File: config.mk
export PLATFORM = sky130hd
export DESIGN_NAME = mac_keyed_slot_table_core
export DESIGN_NICKNAME = d
export VERILOG_FILES = /design/src/sv/mkst_pkg.sv /design/src/sv/mkst_oldest.sv /design/src/sv/mkst_table.sv /design/src/sv/mac_keyed_slot_table_core.sv
export VERILOG_INCLUDE_DIRS = /design/src /design/src/sv
export SDC_FILE = /design/constraint.sdc
export NUM_CORES = 2
export LEC_CHECK = 0
export ABC_AREA = 1
export BUFFER_PORTS_ARGS = -buffer_cell sky130_fd_sc_hd__buf_2
export CORE_MARGIN = 2
export CORE_UTILIZATION = 50
export CTS_BUF_LIST = sky130_fd_sc_hd__clkbuf_8
export DETAILED_ROUTE_END_ITERATION = 8
export PLACE_DENSITY = 0.68
export SETUP_SLACK_MARGIN = 0.2
export SYNTH_ARGS = -nofsm -noshare
export SYNTH_HDL_FRONTEND = slang
export SYNTH_SLANG_ARGS = --single-unit
File: constraint.sdc
create_clock -name clk -period 13.05 [get_ports clk]
set_clock_uncertainty 0.05 [all_clocks]
set_input_delay 0.6525 -clock clk [delete_from_list [all_inputs] [get_ports clk]]
set_output_delay 0.6525 -clock clk [all_outputs]
set_load 0.02 [all_outputs]
File: src/sv/mac_keyed_slot_table_core_defines.svh
// Assertion macros shared by the core's checking code.
`ifndef MAC_KEYED_SLOT_TABLE_CORE_DEFINES_SVH
`define MAC_KEYED_SLOT_TABLE_CORE_DEFINES_SVH

// Same-cycle implication, disabled while in reset.
`define MKST_ASSERT_NOW(label, clk, rst_n, pre, post) \
    label: assert property (@(posedge clk) disable iff (!rst_n) (pre) |-> (post)) \
        else $error("mkst check failed: same-cycle implication");

// Next-cycle implication, disabled while in reset.
`define MKST_ASSERT_NEXT(label, clk, rst_n, pre, post) \
    label: assert property (@(posedge clk) disable iff (!rst_n) (pre) |=> (post)) \
        else $error("mkst check failed: next-cycle implication");

`endif

File: src/sv/mkst_pkg.sv
package mkst_pkg;

    localparam int ADDR_W       = 48;
    localparam int TIME_W       = 32;
    localparam int SLOT_FIELD_W = 3;
    localparam int OUTCOME_W    = 2;

    typedef enum logic [OUTCOME_W-1:0] {
        OUTCOME_HIT   = 2'd0,
        OUTCOME_CLAIM = 2'd1,
        OUTCOME_EVICT = 2'd2
    } outcome_t;

    typedef struct packed {
        logic [ADDR_W-1:0] address;
        logic [TIME_W-1:0] now_ms;
    } detection_t;

    typedef struct packed {
        logic [SLOT_FIELD_W-1:0] slot;
        outcome_t                outcome;
    } result_t;

endpackage

File: src/sv/mkst_oldest.sv
module mkst_oldest #(
    parameter int SLOTS = 8
) (
    input  logic [SLOTS-1:0][mkst_pkg::TIME_W-1:0] times,
    output logic [$clog2(SLOTS)-1:0]               oldest
);

    localparam int IDXW   = $clog2(SLOTS);
    localparam int LEAVES = 1 << IDXW;
    localparam int NODES  = 2 * LEAVES - 1;

    logic [mkst_pkg::TIME_W-1:0] node_time [NODES];
    logic [IDXW-1:0]             node_idx  [NODES];

    // Pad unused leaves with the largest time; ties keep the left (lower) side.
    for (genvar l = 0; l < LEAVES; l++) begin : g_leaf
        if (l < SLOTS) begin : g_real
            assign node_time[LEAVES-1+l] = times[l];
        end
        else begin : g_pad
            assign node_time[LEAVES-1+l] = '1;
        end
        assign node_idx[LEAVES-1+l] = IDXW'(l);
    end

    for (genvar n = 0; n < LEAVES - 1; n++) begin : g_node
        logic left_wins;

        assign left_wins    = node_time[2*n+1] <= node_time[2*n+2];
        assign node_time[n] = left_wins ? node_time[2*n+1] : node_time[2*n+2];
        assign node_idx[n]  = left_wins ? node_idx[2*n+1]  : node_idx[2*n+2];
    end

    assign oldest = node_idx[0];

endmodule

File: src/sv/mkst_table.sv
module mkst_table #(
    parameter int SLOTS = 8
) (
    input  logic                   clk,
    input  logic                   rst_n,
    input  mkst_pkg::detection_t   item,
    input  logic                   update,
    output mkst_pkg::result_t      choice
);

    localparam int IDXW = $clog2(SLOTS);

    logic [SLOTS-1:0]                        used_reg;
    logic [SLOTS-1:0]                        used_next;
    logic [SLOTS-1:0][mkst_pkg::ADDR_W-1:0]  addr_reg;
    logic [SLOTS-1:0][mkst_pkg::ADDR_W-1:0]  addr_next;
    logic [SLOTS-1:0][mkst_pkg::TIME_W-1:0]  time_reg;
    logic [SLOTS-1:0][mkst_pkg::TIME_W-1:0]  time_next;

    logic [SLOTS-1:0]  match;
    logic              hit;
    logic [IDXW-1:0]   hit_idx;
    logic              free;
    logic [IDXW-1:0]   free_idx;
    logic [IDXW-1:0]   victim_idx;
    logic [IDXW-1:0]   idx;
    mkst_pkg::outcome_t outcome;

    always_comb
    begin
        for (int i = 0; i < SLOTS; i++)
        begin
            match[i] = used_reg[i] && (addr_reg[i] == item.address);
        end
    end

    always_comb
    begin
        hit      = 1'b0;
        hit_idx  = '0;
        free     = 1'b0;
        free_idx = '0;
        for (int i = SLOTS - 1; i >= 0; i--)
        begin
            if (match[i])
            begin
                hit     = 1'b1;
                hit_idx = IDXW'(i);
            end
            if (!used_reg[i])
            begin
                free     = 1'b1;
                free_idx = IDXW'(i);
            end
        end
    end

    mkst_oldest #(
        .SLOTS (SLOTS)
    ) u_oldest (
        .times  (time_reg),
        .oldest (victim_idx)
    );

    always_comb
    begin
        priority if (hit)
        begin
            idx     = hit_idx;
            outcome = mkst_pkg::OUTCOME_HIT;
        end
        else if (free)
        begin
            idx     = free_idx;
            outcome = mkst_pkg::OUTCOME_CLAIM;
        end
        else
        begin
            idx     = victim_idx;
            outcome = mkst_pkg::OUTCOME_EVICT;
        end
    end

    assign choice.slot    = mkst_pkg::SLOT_FIELD_W'(idx);
    assign choice.outcome = outcome;

    always_comb
    begin
        used_next = used_reg;
        addr_next = addr_reg;
        time_next = time_reg;
        if (update)
        begin
            used_next[idx] = 1'b1;
            addr_next[idx] = item.address;
            time_next[idx] = item.now_ms;
        end
    end

    always_ff @(posedge clk or negedge rst_n)
    begin
        if (!rst_n)
        begin
            used_reg <= '0;
        end
        else
        begin
            used_reg <= used_next;
        end
    end

    always_ff @(posedge clk)
    begin
        addr_reg <= addr_next;
        time_reg <= time_next;
    end

endmodule

File: src/sv/mac_keyed_slot_table_core.sv
// Channel     Direction  Handshake                         Payload
// detection   in         detection_valid / detection_stall  mkst_pkg::detection_t
// result      out        result_valid / result_stall        mkst_pkg::result_t
//
// One transaction per cycle in, one per cycle out while result is not stalled;
// each passes the input register, then the result register. Lookup,
// free-slot search and oldest-slot tree sit between the input register and
// the result register; the table updates at the same edge. Reset clears all
// used marks at once; no clearing pass. A stalled result holds a valid input register, which then stalls detection.

`include "mac_keyed_slot_table_core_defines.svh"

module mac_keyed_slot_table_core #(
    parameter int SLOTS = 8
) (
    input  logic                  clk,
    input  logic                  rst_n,
    input  logic                  detection_valid,
    output logic                  detection_stall,
    input  mkst_pkg::detection_t  detection,
    output logic                  result_valid,
    input  logic                  result_stall,
    output mkst_pkg::result_t     result
);

    logic                  item_valid_reg;
    logic                  item_valid_next;
    mkst_pkg::detection_t  item_reg;
    mkst_pkg::detection_t  item_next;
    logic                  result_valid_reg;
    logic                  result_valid_next;
    mkst_pkg::result_t     result_reg;
    mkst_pkg::result_t     result_next;

    logic                  advance;
    mkst_pkg::result_t     choice;

    assign advance         = !result_valid_reg || !result_stall;
    assign detection_stall = item_valid_reg && !advance;

    mkst_table #(
        .SLOTS (SLOTS)
    ) u_table (
        .clk    (clk),
        .rst_n  (rst_n),
        .item   (item_reg),
        .update (item_valid_reg && advance),
        .choice (choice)
    );

    always_comb
    begin
        item_valid_next   = item_valid_reg;
        item_next         = item_reg;
        result_valid_next = result_valid_reg;
        result_next       = result_reg;
        if (!detection_stall)
        begin
            item_valid_next = detection_valid;
            if (detection_valid)
            begin
                item_next = detection;
            end
        end
        if (advance)
        begin
            result_valid_next = item_valid_reg;
            if (item_valid_reg)
            begin
                result_next = choice;
            end
        end
    end

    always_ff @(posedge clk or negedge rst_n)
    begin
        if (!rst_n)
        begin
            item_valid_reg   <= 1'b0;
            result_valid_reg <= 1'b0;
        end
        else
        begin
            item_valid_reg   <= item_valid_next;
            result_valid_reg <= result_valid_next;
        end
    end

    always_ff @(posedge clk)
    begin
        item_reg   <= item_next;
        result_reg <= result_next;
    end

    assign result_valid = result_valid_reg;
    assign result       = result_reg;

    `MKST_ASSERT_NOW(a_stall_when_blocked, clk, rst_n, item_valid_reg && result_valid_reg && result_stall, detection_stall)
    `MKST_ASSERT_NEXT(a_item_reaches_result, clk, rst_n, item_valid_reg && advance, result_valid_reg)
    `MKST_ASSERT_NEXT(a_result_drains, clk, rst_n, result_valid_reg && !result_stall && !item_valid_reg, !result_valid_reg)

endmodule
==> parameters.txt <==
Parameter                              Value

STA
  Hold violation total from the final report    0
  Highest clock frequency the design can meet    107 MHz
  RSZ-0062 raised after global routing    false
  Period utilization    71.3%
  Max Transition Viols Final    0
  Final critical path time including I/O delays and setup    around 9.3 ns
  Setup violations, final    0
  Relative slew slack    19.3%
  Slew of the pin with the lowest slew margin    approximately 1.2 ns
  Setup_tns    0 ns

Clock network
  Cell chosen for the clock root    clkbuf_8
  Skew-Pair Late Insertion Delay    about 0.77 ns
  Number of buffers on the longest clock path    3
  # clock sinks    about 740
  # H-tree levels    3
  Clock tree from TritonCTS    built
  Post-CTS Hold Fix Bufs    60
  Clock buffer count from CTS    between 100 and 150
  Worst-path clk slew    about 0.070 ns
  Resize count post-CTS    0
  Post-CTS setup repair buffer count    0

Yosys
  Share of the yosys chip area belonging to registers    about three fifths
  Gate count of the mapped netlist    about 3.6k
  Most frequently used flop master after synthesis    edfxtp_1
  Post-synth cell types    41
  Number of flops mapped to enable cells by yosys    around 730
  Nets in the synthesized netlist    between 3k and 4k
  Count of state elements after synthesis    735
  Async SR Flop Fraction    between 1 and 1.5%
  Mean Syn Cell Area    slightly above 10 sq um
  Cell area after synthesis    36300 sq um
  Count of warnings emitted by yosys    0

Placement
  IO Port Bufs    90
  Final RePlAce weighted congestion    0.941
  Sum of net half-perimeters after detailed placement    approximately 68000 microns

Route
  Total Wirelength    between 90000 and 100000 microns
  Number of nets still failing antenna checks after routing    0
  Number of search-and-repair iterations in the first detailed-routing pass    5
  Iteration-0 DRC Markers    2271
  DRC    0
  Post-DR wirelength/cell    20.4 microns
  Vias post-DR    between 20k and 30k
  Via density per instance    5.32

Worst setup path
  Setup slack of the most critical reg-to-reg path    ~3.7 ns
  CP Buf/Inv Count    4
  Cell at the slowest stage of the critical path    buf_4
  Largest incremental delay on the critical path    roughly 0.73 ns
  Crit path max fanout    64
  Category of the critical setup timing path    reg -> reg
  Required time of the critical path    between 10 and 15 ns
  Worst Path Arrival    9.64 ns
  Category of cells accounting for the largest share of critical-path delay    simple AND/OR/NAND/NOR gates
  Type of destination of the critical path    flip-flop
  Most frequent CP cell    nand2_1
  Setup crit start kind    flip-flop

Finish
  Fill cell instance count of the final layout    slightly above 6k
  Max reg flops    384
  Fraction of layout cells with a size suffix above 1    between 8 and 9%
  Relative area change from synthesis to final layout    11.7%
  Total area of multi-input combinational cells    12200 sq um
  Post-layout net count    4094
  FF/Latch Area    between 20000 and 25000 sq um

Floorplanning
  Initial cell density of the core    between 50% and 60%
  Die Width    around 270 microns
  Die Footprint    roughly 75000 sq um
  IO Pins    91
  Core area    roughly 70000 sq um
  Die height    between 200 and 300 microns
  Number of rows in the core area    roughly 100

GRT
  Initial antenna violation count    1
  Largest net degree at the start of global routing    between 80 and 90
  Global routing usage summed across all routing layers    26.6%
  Vias in the first global route    ~25k
  Global-route wire length before repair    ~150000 microns
  Grt ovf    0

Flow run
  Max-cap viol count    0

Status
  Result of the run    finished, final reports clean

Hold path
  Hold/Removal Path Class    in -> reg
## logic make-up (layout without fill, tap and decap cells)
family / Yosys count / in the layout / share of synthesized area (%)
AOI/OAI and AO/OA: 499 / 499 / 7.09
and+or+nand+nor: 1485 / 1485 / 16.1
other: 0 / 2 / 0
xor gates and xnor gates: 105 / 105 / 2.54
adders and majority gates: 224 / 224 / 7.73
buffers and inverters: 512 / 829 / 5.83
DFF: 735 / 735 / 60.7
## cell usage after synthesis, types with 14 or more instances
cell type / count / area share (%)
buf_2: 20 / 0.28
ha_1: 224 / 7.7
a21oi_1: 147 / 2.0
o21ai_0: 272 / 3.8
buf_4: 31 / 0.64
inv_1: 404 / 4.2
nand2_2: 14 / 0.24
xnor2_1: 73 / 1.8
nand4_1: 26 / 0.45
nand3_1: 36 / 0.50
xor2_1: 32 / 0.77
clkbuf_1: 19 / 0.20
edfxtp_1: 725 / 60
o21ai_1: 46 / 0.63
nand2_1: 1046 / 11
nor2_1: 320 / 3.3
nor3_1: 16 / 0.22
inv_2: 26 / 0.27
## placed cells by master (no fill, tap or decap), types with 3 or more instances in the layout
master,count
inv_2,26
buf_2,90
buf_4,36
a211oi_1,5
or2_1,3
nand4_1,26
a21oi_1,146
o21ai_1,46
clkinv_1,23
clkbuf_8,122
inv_1,438
edfxtp_1,725
dfrtp_1,10
bufinv_16,4
ha_1,224
clkinv_2,15
nand3_1,36
o22ai_1,8
xor2_1,32
inv_4,9
o21bai_1,5
o21ai_0,272
o21a_1,6
nor2_2,8
dlygate4sd3_1,60
nor4_1,8
xnor2_1,73
nor3_1,16
nand2_1,1044
nand2_2,16
nor2_1,320
## per-stage QoR
| stage | utilization (%) | area [sq um] | worst slack, ns | hold WS, ns | cells |
|---|---|---|---|---|---|
| CTS | 56.6 | 40500 | 3.80 | 0.0000807 | 4827 |
| finish | 56.6 | 40500 | 3.74 | 0.0312 | 4829 |
| global route | 56.6 | 40500 | 2.99 | 0.0101 | 4828 |
| detailed placement | 52.7 | 37700 | 3.86 | 0.411 | 4554 |
| global placement | 52.7 | 37700 | 4.00 | 0.391 | 4554 |
| floorplan | - | 36300 | 6.10 | 0.307 | 3560 |
## final timing paths
path | endpoint | from | cells past startpoint
worst max-delay path | u_table.addr_reg[126]$_DFFE_PP_ | u_table.time_reg[159]$_DFFE_PP_ | 30
max in group asynchronous | u_table.used_reg[2]$_DFFE_PN0P_ | rst_n | 2
worst max register to register | u_table.addr_reg[126]$_DFFE_PP_ | u_table.time_reg[159]$_DFFE_PP_ | 30
worst min-delay path | item_reg[47]$_DFFE_PP_ | detection[47] | 1
min in group asynchronous | u_table.used_reg[5]$_DFFE_PN0P_ | rst_n | 2
worst min register to register | result_valid$_DFFE_PN0N_ | item_valid_reg$_DFFE_PN0N_ | 2
## metal layers
layer,share of wire (%),up-vias,global-route usage [%]
met5,0,-,0
met4,5.5,0,13.6
met3,7.5,255,4.34
met2,47,1033,44.8
met1,40,12000,33.1
li1,-,12400,-
## area by class of cell
type                    count  share of cell area [%]
well taps                 950                    2.93
multi-input cells        2313                    30.0
inverters                 430                    4.04
repair buffers            186                    3.26
clock inverters            91                    1.28
diodes                      2                  0.0124
clock buffers             122                    4.14
flip-flops and latches    735                    54.3
Power is left out: the tool's default activity adds up to more than one toggle a clock period on the data nets, which glitch-free logic cannot reach.
